File: src/pidpwm_pkg.sv
`timescale 1ns / 1ps
// pidpwm_pkg: shared widths, register indexes, reset values, sequencer states
// and width helper functions for the position pid / pwm axis block
// no dependencies
package pidpwm_pkg;

   // transaction field widths
   localparam int RAW_W  = 16;
   localparam int TGT_W  = 16;
   localparam int DUTY_W = 8;

   // default structural parameters
   localparam int AVG_TAPS_DEFAULT    = 4;
   localparam int COUNT_WIDTH_DEFAULT = 16;

   // configuration port
   localparam int CSR_IDX_W  = 3;
   localparam int CSR_DATA_W = 36;
   localparam logic [CSR_IDX_W-1:0] CSR_KP_GAIN    = 3'd0;
   localparam logic [CSR_IDX_W-1:0] CSR_KI_RATE    = 3'd1;
   localparam logic [CSR_IDX_W-1:0] CSR_KD_RATE    = 3'd2;
   localparam logic [CSR_IDX_W-1:0] CSR_PWM_OFFSET = 3'd3;
   localparam logic [CSR_IDX_W-1:0] CSR_PWM_SLOPE  = 3'd4;

   localparam int KP_W  = 32;
   localparam int KI_W  = 32;
   localparam int KD_W  = 36;
   localparam int PWM_W = 8;

   localparam logic [KP_W-1:0]  KP_RESET     = 32'd5586690;
   localparam logic [KI_W-1:0]  KI_RESET     = 32'd2280797;
   localparam logic [KD_W-1:0]  KD_RESET     = 36'd26969374720;
   localparam logic [PWM_W-1:0] OFFSET_RESET = 8'd135;
   localparam logic [PWM_W-1:0] SLOPE_RESET  = 8'd24;

   // error path
   localparam int ERR_W  = 20;
   localparam int DERR_W = ERR_W + 1;
   localparam int ESUM_W = 48;
   localparam int SUMX_W = ESUM_W + 1;
   localparam logic signed [ERR_W-1:0]  ERR_HI  = {1'b0, {(ERR_W-1){1'b1}}};
   localparam logic signed [ERR_W-1:0]  ERR_LO  = {1'b1, {(ERR_W-1){1'b0}}};
   localparam logic signed [ESUM_W-1:0] ESUM_HI = {1'b0, {(ESUM_W-1){1'b1}}};
   localparam logic signed [ESUM_W-1:0] ESUM_LO = {1'b1, {(ESUM_W-1){1'b0}}};

   // shared multiplier
   localparam int MUL_A_W = 36;
   localparam int MUL_B_W = 24;
   localparam int MUL_P_W = MUL_A_W + MUL_B_W;

   // drive accumulation, units of 2^-26
   localparam int ISPLIT_W = 24;
   localparam int LO_W     = KI_W + ISPLIT_W;
   localparam int IQX_W    = 64;
   localparam int IQ_W     = 61;
   localparam int U_W      = 63;
   localparam int UMAG_W   = U_W - 1;
   localparam logic [IQX_W-1:0]  ITERM_CLAMP = 64'h1000_0000_0000_0000;
   localparam int DRIVE_SHIFT = 26;
   localparam logic [UMAG_W-1:0] DRIVE_LIMIT = UMAG_W'(5) << DRIVE_SHIFT;
   localparam int DMAG_W  = 29;
   localparam int DTERM_W = 11;
   localparam int DSUM_W  = 12;
   localparam logic [DUTY_W-1:0] DUTY_MAX = 8'hFF;

   typedef enum logic [3:0] {
      ST_IDLE,
      ST_AVG_MUL,
      ST_AVG_FIX,
      ST_ERROR,
      ST_MUL_P,
      ST_MUL_D,
      ST_MUL_ILO,
      ST_MUL_IHI,
      ST_ITERM,
      ST_ACCUM,
      ST_MAG,
      ST_MUL_DUTY,
      ST_DONE
   } seq_state_type;

   typedef struct packed {
      logic               en;
      logic [MUL_A_W-1:0] op_a;
      logic [MUL_B_W-1:0] op_b;
   } mul_req_type;

   // width of one stored sample
   function automatic int smp_width(input int count_width);
      return (count_width > RAW_W) ? RAW_W + 1 : count_width;
   endfunction

   // width of the running sum over the store
   function automatic int acc_width(input int taps, input int count_width);
      return smp_width(count_width) + $clog2(taps);
   endfunction

endpackage

File: src/pidpwm_if.sv
`timescale 1ns / 1ps
// pidpwm_req_if / pidpwm_rsp_if: valid/ready channels for the axis block
// depends on pidpwm_pkg
interface pidpwm_req_if import pidpwm_pkg::*; ();
   logic                    valid;
   logic                    ready;
   logic [RAW_W-1:0]        raw_count;
   logic signed [TGT_W-1:0] target_position;

   modport source (output valid, output raw_count, output target_position, input ready);
   modport sink   (input valid, input raw_count, input target_position, output ready);
endinterface

interface pidpwm_rsp_if import pidpwm_pkg::*; ();
   logic              valid;
   logic              ready;
   logic [DUTY_W-1:0] pwm_duty;
   logic              forward;
   logic              saturated;

   modport source (output valid, output pwm_duty, output forward, output saturated,
                   input ready);
   modport sink   (input valid, input pwm_duty, input forward, input saturated,
                   output ready);
endinterface

File: src/pidpwm_mul.sv
`timescale 1ns / 1ps
// pidpwm_mul: shared unsigned multiplier with registered product
// depends on pidpwm_pkg
module pidpwm_mul import pidpwm_pkg::*; (
   input  logic               clock,
   input  mul_req_type        req,
   output logic [MUL_P_W-1:0] prod
);

   logic [MUL_P_W-1:0] prod_ff;

   always_ff @(posedge clock) begin
      if (req.en) begin
         prod_ff <= MUL_P_W'(req.op_a) * MUL_P_W'(req.op_b);
      end
   end

   assign prod = prod_ff;

endmodule

File: src/pidpwm_avg.sv
`timescale 1ns / 1ps
// pidpwm_avg: decoder word unswap, sample store and running sum
// depends on pidpwm_pkg
module pidpwm_avg import pidpwm_pkg::*; #(
   parameter int AVG_TAPS    = AVG_TAPS_DEFAULT,
   parameter int COUNT_WIDTH = COUNT_WIDTH_DEFAULT
) (
   input  logic                                           clock,
   input  logic                                           reset,
   input  logic                                           push,
   input  logic [RAW_W-1:0]                               raw_count,
   output logic signed [acc_width(AVG_TAPS, COUNT_WIDTH)-1:0] run_sum
);

   localparam int SMP_W = smp_width(COUNT_WIDTH);
   localparam int TAP_W = $clog2(AVG_TAPS);
   localparam int ACC_W = acc_width(AVG_TAPS, COUNT_WIDTH);

   logic [RAW_W-1:0]        swapped;
   logic [RAW_W:0]          swapped_ext;
   logic signed [SMP_W-1:0] sample;
   logic signed [SMP_W-1:0] tap_ff [AVG_TAPS];
   logic [TAP_W-1:0]        ptr_ff;
   logic signed [ACC_W-1:0] run_sum_ff;

   // swap each adjacent bit pair back
   always_comb begin
      for (int k = 0; k < RAW_W / 2; k++) begin
         swapped[2*k]   = raw_count[2*k+1];
         swapped[2*k+1] = raw_count[2*k];
      end
   end

   // narrow counts sign extend, wide ones stay positive
   assign swapped_ext = {1'b0, swapped};
   assign sample      = signed'(swapped_ext[SMP_W-1:0]);

   always_ff @(posedge clock) begin
      if (reset) begin
         for (int k = 0; k < AVG_TAPS; k++) begin
            tap_ff[k] <= '0;
         end
         ptr_ff     <= '0;
         run_sum_ff <= '0;
      end else if (push) begin
         tap_ff[ptr_ff] <= sample;
         ptr_ff         <= (ptr_ff == TAP_W'(AVG_TAPS - 1)) ? '0 : ptr_ff + 1'b1;
         run_sum_ff     <= run_sum_ff - ACC_W'(tap_ff[ptr_ff]) + ACC_W'(sample);
      end
   end

   assign run_sum = run_sum_ff;

endmodule

File: src/position_pid_pwm_axis_top.sv
`timescale 1ns / 1ps
// position_pid_pwm_axis_top: one axis of a pid position controller with pwm duty output
// depends on pidpwm_pkg, pidpwm_if, pidpwm_avg, pidpwm_mul
//
// usage
//   req_ch carries one control tick per transaction: the raw decoder word and the
//   target position. rsp_ch returns one transaction per tick: duty, direction and a
//   saturation flag. gains and pwm mapping are written via csr_we/csr_index/csr_wdata,
//   by the user only while the block is idle (unenforced); unknown indexes are ignored.
// timing
//   one 36x24 multiplier is shared by every product (average reciprocal, p, d,
//   two halves of the i term, duty slope) under a 13-state sequencer. req_ch.ready
//   is high again in the same cycle the result is presented.
//   req_ch.ready is high only while the sequencer is idle.
// stalls
//   results sit in an output register; the next tick is accepted while it waits.
//   a finished tick holds in its last state until the output register is free.
// reset
//   synchronous, active high: registers go to their reset values, the sample
//   store, error sum and last error clear, and no result is pending.
module position_pid_pwm_axis_top import pidpwm_pkg::*; #(
   parameter int AVG_TAPS    = AVG_TAPS_DEFAULT,
   parameter int COUNT_WIDTH = COUNT_WIDTH_DEFAULT
) (
   input  logic                  clock,
   input  logic                  reset,
   pidpwm_req_if.sink            req_ch,
   pidpwm_rsp_if.source          rsp_ch,
   input  logic                  csr_we,
   input  logic [CSR_IDX_W-1:0]  csr_index,
   input  logic [CSR_DATA_W-1:0] csr_wdata
);

   // average datapath widths
   localparam int ACC_W = acc_width(AVG_TAPS, COUNT_WIDTH);
   localparam int NUM_W = ACC_W + 2;
   localparam int MAG_W = NUM_W;
   localparam int RECIP = (2 ** MAG_W) / AVG_TAPS;
   localparam int DIF_W = ((NUM_W > ERR_W - 1) ? NUM_W : ERR_W - 1) + 1;
   localparam logic signed [DIF_W-1:0] DIF_HI = DIF_W'(ERR_HI);
   localparam logic signed [DIF_W-1:0] DIF_LO = DIF_W'(ERR_LO);

   // configuration registers
   logic [KP_W-1:0]  kp_ff;
   logic [KI_W-1:0]  ki_ff;
   logic [KD_W-1:0]  kd_ff;
   logic [PWM_W-1:0] offset_ff;
   logic [PWM_W-1:0] slope_ff;

   // sequencer
   seq_state_type state_ff, state_in;
   logic          req_hs;
   logic          out_load;

   // datapath registers
   logic signed [TGT_W-1:0]  target_ff;
   logic [MAG_W-1:0]         n_mag_ff;
   logic                     n_neg_ff;
   logic signed [NUM_W-1:0]  avg_q_ff;
   logic signed [ERR_W-1:0]  e_ff;
   logic signed [DERR_W-1:0] d_ff;
   logic signed [ERR_W-1:0]  last_err_ff;
   logic signed [ESUM_W-1:0] err_sum_ff;
   logic [ESUM_W-1:0]        smag_ff;
   logic                     s_neg_ff;
   logic [LO_W-1:0]          lo_ff;
   logic [IQ_W-1:0]          iq_ff;
   logic                     frac_ff;
   logic signed [U_W-1:0]    acc_ff;
   logic [UMAG_W-1:0]        mag_ff;
   logic                     sat_ff;
   logic                     fwd_ff;

   // result register
   logic              rsp_valid_ff;
   logic [DUTY_W-1:0] rsp_duty_ff;
   logic              rsp_fwd_ff;
   logic              rsp_sat_ff;

   // combinational values
   logic signed [ACC_W-1:0]  run_sum;
   logic signed [NUM_W-1:0]  avg_num;
   logic                     avg_neg;
   logic [MAG_W-1:0]         avg_mag;
   logic [MAG_W-1:0]         q0, r0, q1;
   logic                     fix, rem_nz;
   logic signed [NUM_W-1:0]  q_s;
   logic signed [NUM_W-1:0]  avg_q_in;
   logic signed [DIF_W-1:0]  diff;
   logic signed [ERR_W-1:0]  e_in;
   logic signed [DERR_W-1:0] d_in;
   logic [ERR_W-1:0]         e_mag;
   logic [DERR_W-1:0]        d_mag;
   logic signed [SUMX_W-1:0] sumx;
   logic signed [ESUM_W-1:0] err_sum_in;
   logic [MUL_P_W-1:0]       prod;
   logic signed [U_W-1:0]    prod_s;
   logic signed [U_W-1:0]    prod_term;
   logic [IQX_W-1:0]         iq_raw;
   logic                     iq_clamp;
   logic signed [U_W-1:0]    iq_s;
   logic signed [U_W-1:0]    iterm;
   logic [UMAG_W-1:0]        umag;
   logic [DSUM_W-1:0]        duty_sum;
   logic [DUTY_W-1:0]        duty_in;
   mul_req_type              mul_req;

   assign req_hs   = req_ch.valid && req_ch.ready;
   assign out_load = (state_ff == ST_DONE) && (!rsp_valid_ff || rsp_ch.ready);

   assign req_ch.ready     = (state_ff == ST_IDLE);
   assign rsp_ch.valid     = rsp_valid_ff;
   assign rsp_ch.pwm_duty  = rsp_duty_ff;
   assign rsp_ch.forward   = rsp_fwd_ff;
   assign rsp_ch.saturated = rsp_sat_ff;

   // sample store and running sum, updated on the accepting edge
   pidpwm_avg #(
      .AVG_TAPS    (AVG_TAPS),
      .COUNT_WIDTH (COUNT_WIDTH)
   ) u_avg (
      .clock     (clock),
      .reset     (reset),
      .push      (req_hs),
      .raw_count (req_ch.raw_count),
      .run_sum   (run_sum)
   );

   pidpwm_mul u_mul (
      .clock (clock),
      .req   (mul_req),
      .prod  (prod)
   );

   // configuration writes
   always_ff @(posedge clock) begin
      if (reset) begin
         kp_ff     <= KP_RESET;
         ki_ff     <= KI_RESET;
         kd_ff     <= KD_RESET;
         offset_ff <= OFFSET_RESET;
         slope_ff  <= SLOPE_RESET;
      end else if (csr_we) begin
         case (csr_index)
            CSR_KP_GAIN:    kp_ff     <= csr_wdata[KP_W-1:0];
            CSR_KI_RATE:    ki_ff     <= csr_wdata[KI_W-1:0];
            CSR_KD_RATE:    kd_ff     <= csr_wdata[KD_W-1:0];
            CSR_PWM_OFFSET: offset_ff <= csr_wdata[PWM_W-1:0];
            CSR_PWM_SLOPE:  slope_ff  <= csr_wdata[PWM_W-1:0];
            default: ;
         endcase
      end
   end

   // floor(4*sum/taps): reciprocal multiply, then one correction step
   assign avg_num = {run_sum, 2'b00};
   assign avg_neg = avg_num[NUM_W-1];
   assign avg_mag = avg_neg ? MAG_W'(-avg_num) : MAG_W'(avg_num);

   assign q0     = prod[MAG_W +: MAG_W];
   assign r0     = n_mag_ff - MAG_W'(q0 * MAG_W'(AVG_TAPS));
   assign fix    = (r0 >= MAG_W'(AVG_TAPS));
   assign q1     = q0 + MAG_W'(fix);
   assign rem_nz = fix ? (r0 != MAG_W'(AVG_TAPS)) : (r0 != '0);
   assign q_s    = signed'(q1);
   assign avg_q_in = n_neg_ff ? -(q_s + signed'(NUM_W'(rem_nz))) : q_s;

   // error in quarter counts, saturated to its range
   assign diff = (DIF_W'(target_ff) <<< 2) - DIF_W'(avg_q_ff);
   assign e_in = (diff > DIF_HI) ? ERR_HI :
                 (diff < DIF_LO) ? ERR_LO : diff[ERR_W-1:0];
   assign d_in = DERR_W'(e_in) - DERR_W'(last_err_ff);

   assign e_mag = e_ff[ERR_W-1]  ? ERR_W'(-e_ff)  : ERR_W'(e_ff);
   assign d_mag = d_ff[DERR_W-1] ? DERR_W'(-d_ff) : DERR_W'(d_ff);

   // saturating error sum
   assign sumx       = SUMX_W'(err_sum_ff) + SUMX_W'(e_ff);
   assign err_sum_in = (sumx > SUMX_W'(ESUM_HI)) ? ESUM_HI :
                       (sumx < SUMX_W'(ESUM_LO)) ? ESUM_LO : sumx[ESUM_W-1:0];

   // signed view of the last product for the p and d terms
   assign prod_s    = signed'(U_W'(prod));
   assign prod_term = (state_ff == ST_MUL_D) ? (e_ff[ERR_W-1] ? -prod_s : prod_s)
                                             : (d_ff[DERR_W-1] ? -prod_s : prod_s);

   // i term: high half shifted up by 8, low half down by 16, clamped
   assign iq_raw   = (IQX_W'(prod) << 8) + IQX_W'(lo_ff >> 16);
   assign iq_clamp = (iq_raw > ITERM_CLAMP);
   assign iq_s     = signed'(U_W'(iq_ff));
   assign iterm    = s_neg_ff ? -(iq_s + signed'(U_W'(frac_ff))) : iq_s;

   assign umag = acc_ff[U_W-1] ? UMAG_W'(-acc_ff) : UMAG_W'(acc_ff);

   // duty: offset plus slope term, capped at full scale
   assign duty_sum = DSUM_W'(offset_ff) + DSUM_W'(prod[DRIVE_SHIFT +: DTERM_W]);
   assign duty_in  = sat_ff ? DUTY_MAX :
                     (duty_sum > DSUM_W'(DUTY_MAX)) ? DUTY_MAX : duty_sum[DUTY_W-1:0];

   // multiplier operand select
   always_comb begin
      mul_req.en   = 1'b1;
      mul_req.op_a = '0;
      mul_req.op_b = '0;
      case (state_ff)
         ST_AVG_MUL: begin
            mul_req.op_a = MUL_A_W'(avg_mag);
            mul_req.op_b = MUL_B_W'(RECIP);
         end
         ST_MUL_P: begin
            mul_req.op_a = MUL_A_W'(kp_ff);
            mul_req.op_b = MUL_B_W'(e_mag);
         end
         ST_MUL_D: begin
            mul_req.op_a = kd_ff;
            mul_req.op_b = MUL_B_W'(d_mag);
         end
         ST_MUL_ILO: begin
            mul_req.op_a = MUL_A_W'(ki_ff);
            mul_req.op_b = smag_ff[ISPLIT_W-1:0];
         end
         ST_MUL_IHI: begin
            mul_req.op_a = MUL_A_W'(ki_ff);
            mul_req.op_b = smag_ff[ESUM_W-1:ISPLIT_W];
         end
         ST_MUL_DUTY: begin
            mul_req.op_a = MUL_A_W'(mag_ff[DMAG_W-1:0]);
            mul_req.op_b = MUL_B_W'(slope_ff);
         end
         default: begin
            mul_req.en = 1'b0;
         end
      endcase
   end

   // next state
   always_comb begin
      state_in = state_ff;
      case (state_ff)
         ST_IDLE:     if (req_hs) state_in = ST_AVG_MUL;
         ST_AVG_MUL:  state_in = ST_AVG_FIX;
         ST_AVG_FIX:  state_in = ST_ERROR;
         ST_ERROR:    state_in = ST_MUL_P;
         ST_MUL_P:    state_in = ST_MUL_D;
         ST_MUL_D:    state_in = ST_MUL_ILO;
         ST_MUL_ILO:  state_in = ST_MUL_IHI;
         ST_MUL_IHI:  state_in = ST_ITERM;
         ST_ITERM:    state_in = ST_ACCUM;
         ST_ACCUM:    state_in = ST_MAG;
         ST_MAG:      state_in = ST_MUL_DUTY;
         ST_MUL_DUTY: state_in = ST_DONE;
         ST_DONE:     if (out_load) state_in = ST_IDLE;
         default:     state_in = ST_IDLE;
      endcase
   end

   always_ff @(posedge clock) begin
      if (reset) begin
         state_ff <= ST_IDLE;
      end else begin
         state_ff <= state_in;
      end
   end

   // error history, cleared at reset
   always_ff @(posedge clock) begin
      if (reset) begin
         last_err_ff <= '0;
         err_sum_ff  <= '0;
      end else begin
         if (state_ff == ST_ERROR) begin
            last_err_ff <= e_in;
         end
         if (state_ff == ST_MUL_P) begin
            err_sum_ff <= err_sum_in;
         end
      end
   end

   // per-tick working registers
   always_ff @(posedge clock) begin
      case (state_ff)
         ST_IDLE: begin
            if (req_hs) begin
               target_ff <= req_ch.target_position;
            end
         end
         ST_AVG_MUL: begin
            n_mag_ff <= avg_mag;
            n_neg_ff <= avg_neg;
         end
         ST_AVG_FIX: begin
            avg_q_ff <= avg_q_in;
         end
         ST_ERROR: begin
            e_ff <= e_in;
            d_ff <= d_in;
         end
         ST_MUL_D: begin
            acc_ff   <= prod_term;
            s_neg_ff <= err_sum_ff[ESUM_W-1];
            smag_ff  <= err_sum_ff[ESUM_W-1] ? ESUM_W'(-err_sum_ff) : ESUM_W'(err_sum_ff);
         end
         ST_MUL_ILO: begin
            acc_ff <= acc_ff + prod_term;
         end
         ST_MUL_IHI: begin
            lo_ff <= prod[LO_W-1:0];
         end
         ST_ITERM: begin
            iq_ff   <= iq_clamp ? ITERM_CLAMP[IQ_W-1:0] : iq_raw[IQ_W-1:0];
            frac_ff <= !iq_clamp && (lo_ff[15:0] != '0);
         end
         ST_ACCUM: begin
            acc_ff <= acc_ff + iterm;
         end
         ST_MAG: begin
            mag_ff <= umag;
            sat_ff <= (umag >= DRIVE_LIMIT);
            fwd_ff <= !acc_ff[U_W-1];
         end
         default: ;
      endcase
   end

   // result register
   always_ff @(posedge clock) begin
      if (reset) begin
         rsp_valid_ff <= 1'b0;
      end else if (out_load) begin
         rsp_valid_ff <= 1'b1;
      end else if (rsp_ch.ready) begin
         rsp_valid_ff <= 1'b0;
      end
   end

   always_ff @(posedge clock) begin
      if (out_load) begin
         rsp_duty_ff <= duty_in;
         rsp_fwd_ff  <= fwd_ff;
         rsp_sat_ff  <= sat_ff;
      end
   end

endmodule

File: src/flat_wrapper.sv
// flat-port wrapper written by rule: the top's interface ports become plain ports
module position_pid_pwm_axis_top_flat import pidpwm_pkg::*;
#(
   parameter int AVG_TAPS    = AVG_TAPS_DEFAULT,
   parameter int COUNT_WIDTH = COUNT_WIDTH_DEFAULT
)
  (clock, reset, csr_we, csr_index, csr_wdata, req_ch_valid, req_ch_raw_count, req_ch_target_position, req_ch_ready, rsp_ch_valid, rsp_ch_pwm_duty, rsp_ch_forward, rsp_ch_saturated, rsp_ch_ready);
  pidpwm_req_if req_ch_i ();
  pidpwm_rsp_if rsp_ch_i ();
  input  logic clock;
  input  logic reset;
  input  logic csr_we;
  input  logic [CSR_IDX_W-1:0] csr_index;
  input  logic [CSR_DATA_W-1:0] csr_wdata;
  input wire logic [$bits(req_ch_i.valid)-1:0] req_ch_valid;
  input wire logic [$bits(req_ch_i.raw_count)-1:0] req_ch_raw_count;
  input wire logic [$bits(req_ch_i.target_position)-1:0] req_ch_target_position;
  output wire logic [$bits(req_ch_i.ready)-1:0] req_ch_ready;
  output wire logic [$bits(rsp_ch_i.valid)-1:0] rsp_ch_valid;
  output wire logic [$bits(rsp_ch_i.pwm_duty)-1:0] rsp_ch_pwm_duty;
  output wire logic [$bits(rsp_ch_i.forward)-1:0] rsp_ch_forward;
  output wire logic [$bits(rsp_ch_i.saturated)-1:0] rsp_ch_saturated;
  input wire logic [$bits(rsp_ch_i.ready)-1:0] rsp_ch_ready;
  assign req_ch_i.valid = req_ch_valid;
  assign req_ch_i.raw_count = req_ch_raw_count;
  assign req_ch_i.target_position = req_ch_target_position;
  assign req_ch_ready = req_ch_i.ready;
  assign rsp_ch_valid = rsp_ch_i.valid;
  assign rsp_ch_pwm_duty = rsp_ch_i.pwm_duty;
  assign rsp_ch_forward = rsp_ch_i.forward;
  assign rsp_ch_saturated = rsp_ch_i.saturated;
  assign rsp_ch_i.ready = rsp_ch_ready;
  position_pid_pwm_axis_top #(.AVG_TAPS(AVG_TAPS), .COUNT_WIDTH(COUNT_WIDTH)) u_core (.clock(clock), .reset(reset), .req_ch(req_ch_i), .rsp_ch(rsp_ch_i), .csr_we(csr_we), .csr_index(csr_index), .csr_wdata(csr_wdata));
endmodule
File: config.mk
export PLATFORM = sky130hd
export DESIGN_NAME = position_pid_pwm_axis_top_flat
export DESIGN_NICKNAME = d
export VERILOG_FILES = /design/src/pidpwm_pkg.sv /design/src/pidpwm_if.sv /design/src/pidpwm_mul.sv /design/src/pidpwm_avg.sv /design/src/position_pid_pwm_axis_top.sv /design/src/flat_wrapper.sv
export SDC_FILE = /design/constraint.sdc
export NUM_CORES = 2
export LEC_CHECK = 0
export BUFFER_PORTS_ARGS = -buffer_cell sky130_fd_sc_hd__buf_4
export CORE_ASPECT_RATIO = 1.5
export CORE_MARGIN = 2
export CORE_UTILIZATION = 50
export DETAILED_ROUTE_END_ITERATION = 12
export PLACE_DENSITY = 0.72
export RECOVER_POWER = 100
export SYNTH_ARGS = -nofsm -noshare
export SYNTH_HDL_FRONTEND = slang
export SYNTH_SLANG_ARGS = --single-unit
File: constraint.sdc
create_clock -name clock -period 22.3 [get_ports clock]
set_input_delay 4.46 -clock clock [delete_from_list [all_inputs] [get_ports clock]]
set_output_delay 4.46 -clock clock [all_outputs]
set_load 0.02 [all_outputs]
==> results.md <==
- The flow ran to the end, but the final reports show violations.
- The checks that failed: max-capacitance violations, max-slew violations.
- Counting instances in the post-synthesis netlist gives the leading cell types as 1,309 x sky130_fd_sc_hd__nand2_1, 1,149 x sky130_fd_sc_hd__inv_1, 769 x sky130_fd_sc_hd__fa_1.
- The number of antenna violations at the first check in global routing is 12.
- The share of total power dissipated in the clock network is 0.191.
- The total CTS buffers is just under 80.
- The wire length of the first global-routing pass is 419,000 um.
- Counting distinct cell types in the post-synthesis netlist gives around 110.
- The cell taking the most area after synthesis is sky130_fd_sc_hd__fa_1.
- The mean instance size in the synthesized netlist is slightly below 9 sq um.
- The floorplan step defined a core boundary enclosing 0.153 sq mm.
- The worst setup path is captured at a flip-flop.
- Setup violations remaining at the end of the flow were counted as 0.
- The type of the worst min-delay path is reg -> reg.
- The cell area that synthesis handed to floorplanning was approximately 0.077 sq mm.
- The number of levels the H-tree was split into is 3.
- The leading cell type by number of instances after synthesis is sky130_fd_sc_hd__nand2_1.
- Row generation in the floorplan step produced between 150 and 200 rows.
- The share of the Yosys chip area taken by registers is 0.246.
- The setup check on the worst reg-to-reg path leaves a slack of roughly 5700 ps.
- The vertical extent of the die is 485 um.
- The area enclosed by the die boundary is 0.158 sq mm.
- The net switching power is 3.43 mW.
- The number of enable-type register cells in the synthesized netlist is ~500.
- From synthesis to final layout, the design area changed by 6.86%.
- The cell at the root of the clock tree is sky130_fd_sc_hd__clkbuf_16.
- The number of global-route vias before repair was between 60,000 and 70,000.
- Among all stages on the critical path, the largest delay is contributed by sky130_fd_sc_hd__clkbuf_1.
- The number of hold-slack violations in the final timing report is 0.
- Setup repair after global routing left no endpoint under its margin.
- The final hold slack is about 460 ps.
- After clock tree synthesis, the clock-pin slew on the worst setup and hold paths is approximately 60 ps.
- The share of synthesized registers carrying an async set or reset is 0.
- Cell internal power was estimated by the tool at 3.83 mW.
- STA classifies the critical path startpoint as a flip-flop.
- The routed via count is a little under 70,000.
- The count of synthesis-stage warnings from yosys is 0.
- The sum of overflow across all layers after global routing is 0.
- In this run the tool buffered the top-level ports with between 80 and 90 buffer cells.
- On the worst path, the slowest cell contributes a delay of 2810 ps.
- The worst-case IR drop observed on VDD is ~0.000065 V.
- Among all flip-flop cells after synthesis, the most frequent one is sky130_fd_sc_hd__edfxtp_1.
- The largest fanout of any net on the critical path is 71.
- Summed over all nets, the half-perimeter wirelength after detailed placement is about 210,000 um.
- The summed negative setup slack over all endpoints is 0 ps.
- CTS saw 702 sinks.
- The placed instances occupy a cell area of 0.0800 sq mm.
- The pin slew with the least headroom to its limit is 4720 ps.
- The last weighted congestion value of the routability-driven placer is 1.09.
- Entering global routing, the biggest net connects 96 pins.
- Counting flops and latches in the post-synthesis netlist gives roughly 700.
- The share of total power dissipated in sequential elements is 0.269.
- The cell repeated most along the worst path is sky130_fd_sc_hd__fa_1.
- Counting every instance in the synthesized netlist gives just under 9,000.
- The average vias per placed instance is between 6 and 7.
- For this design the top-level I/O count stands at between 80 and 90.
- The remaining max-slew budget at the tightest pin is -2.14.
- The post-detailed-route wirelength per cell is between 20 and 30 um.
- The combinational cell fraction of total power is 0.540.
- Wires add up to 280,000 um.
- For this configuration, the core starts out at a cell density of 0.503.
- In the final design database the tool counted 10,100 nets.
- Data on the critical path is required at its endpoint by 22,720 ps.
- The number of max-cap violations is 23.
- The maximum buffer depth of the clock tree is 3.
- For this run, the total global-route usage over all layers was measured as 0.351.
- For the worst-skew pair, the clock arrives at the later sink with an insertion delay of roughly 700 ps.
- The peak clock frequency supported by timing is 60.2 MHz.
- Of the available clock period, the critical path in the final layout requires 0.745.
- The data arrival time of the critical path is 17,040 ps.
- The count of routing violations after the opening detailed-route iteration is 6,370.
- Of the post-synthesis cell area, the dominant cell type holds 0.200.
- After clock tree synthesis, the flow added hold-fix buffers numbering 0.
- The floorplan step set the die width to approximately 320 um.
- The fraction of layout cells with a size suffix above 1 is 0.0485.
- The count of cells resized by post-cts repair is 0.
- The first detailed-routing pass ran for 9 iterations.
- After detailed routing, the number of remaining DRC violations is 0.
- The routed design could run at a clock period as short as ~17,000 ps.
- The finished cells cover between 0.08 and 0.09 sq mm.
- The setup path with the least slack is of type reg -> reg.
- Ranked by total cell area, the synthesized netlist is headed by sky130_fd_sc_hd__fa_1 20%, sky130_fd_sc_hd__edfxtp_1 19%, sky130_fd_sc_hd__ha_1 7.2%.
- The final clock skew is around 39 ps.
- The number of max-slew violations in the final report was around 1,200.
- The count of buffers added by post-CTS timing repair for setup is 0.
- For this design the static power due to leakage is about 35 nW.
- TritonCTS built the clock tree.
- The remaining antenna violation count after routing is 0.
- The total power density per cell area is between 80 and 90 mW/mm^2.
- Of the total power, the share spent switching nets is 0.473.
[layout by cell type, fill, tap and decap left out, types with 188 or more instances in the layout]
cell type / netlist / final
sky130_fd_sc_hd__nand2_1: 1309 / 1306
sky130_fd_sc_hd__o21ai_0: 325 / 324
sky130_fd_sc_hd__nor2_1: 691 / 688
sky130_fd_sc_hd__ha_1: 444 / 444
sky130_fd_sc_hd__xnor2_1: 347 / 347
sky130_fd_sc_hd__nor3_1: 188 / 188
sky130_fd_sc_hd__inv_1: 1149 / 1148
sky130_fd_sc_hd__a21oi_1: 492 / 489
sky130_fd_sc_hd__fa_1: 769 / 769
sky130_fd_sc_hd__xor2_1: 203 / 203
sky130_fd_sc_hd__dfxtp_1: 211 / 211
sky130_fd_sc_hd__edfxtp_1: 491 / 491
[stage by stage]
stage	std cells	utilization	setup slack, ps	power [mW]
2_1_floorplan	8926	-	11600	4.48
3_3_place_gp	10800	0.522	10270	5.68
6_report	10900	0.538	5690	7.26
5_1_grt	10900	0.538	4940	7.62
3_5_place_dp	10800	0.522	10080	5.76
4_1_cts	10900	0.540	10050	7.15
[layer usage]
layer  GRT usage  share of wire  vias to the layer above
li1            -              -                    29800
met5           0        0.00033                        -
met2       0.577           0.46                     3899
met1       0.376           0.33                    33000
met4       0.326           0.12                       14
met3      0.0778          0.095                     1393
[flip-flops by register name (all words and copies together), names as in the netlist, 18 cells and up, named ones only]
name,count
u_core.err_sum_ff,48
u_core.iq_ff,61
u_core.d_ff,21
u_core.lo_ff,56
u_core.u_mul.prod,60
u_core.n_mag_ff,18
u_core.e_ff,20
u_core.ki_ff,32
u_core.u_avg.tap_ff,64
u_core.kp_ff,32
u_core.last_err_ff,20
u_core.acc_ff,63
u_core.avg_q_ff,20
u_core.smag_ff,48
u_core.u_avg.run_sum,18
u_core.kd_ff,36
u_core.mag_ff,29
[power groups by stage]
stage          clock network, mW  registers (mW)  logic, mW
3_5_place_dp                   0            1.95       3.81
4_1_cts                     1.39            1.92       3.84
5_1_grt                     1.44            1.95       4.23
2_1_floorplan                  0            1.80       2.68
3_3_place_gp                   0            1.95       3.73
6_report                    1.39            1.96       3.92
[cells by family (layout without fill, tap and decap cells)]
logic type | after synthesis | in the layout | share of synthesized area
AOI/OAI and AO/OA | 1652 | 1652 | 0.140
buffers and inverters | 1590 | 1521 | 0.0779
and+or+nand+nor | 3118 | 3118 | 0.188
muxes | 56 | 56 | 0.0101
adders and majority gates | 1246 | 1246 | 0.276
xor gates and xnor gates | 550 | 550 | 0.0624
DFF | 702 | 702 | 0.246
other | 2 | 19 | 0.0000973
[path summary, 6_finish.rpt]
path | start | end | cells after the start
worst max-delay path | u_core.state_ff[0] | u_core.u_mul.prod[58] | 33
worst min-delay path | u_core.kp_ff[31] | u_core.kp_ff[31] | 2
worst max register to register | u_core.state_ff[0] | u_core.u_mul.prod[58] | 33
worst min register to register | u_core.kp_ff[31] | u_core.kp_ff[31] | 2
[critical path: cells and delay by family, from the launching register on]
kind	cells	cell delay, ps
buf+inv	8	5870
fa+ha+maj	8	3900
compound gates	8	3760
simple gates	8	1960
flops	1	570
xor+xnor	1	130
[layout make-up]
type	instances	area (sq um)
fill	14200	70800
multi-input combinational	6634	52400
sequential	702	19000
inverter	1155	4340
tap	2047	2560
clock buffer	109	2250
timing repair buffer	223	1460
clock inverter	34	455
antenna	7	17.5
Power figures use the tool's default switching activity.
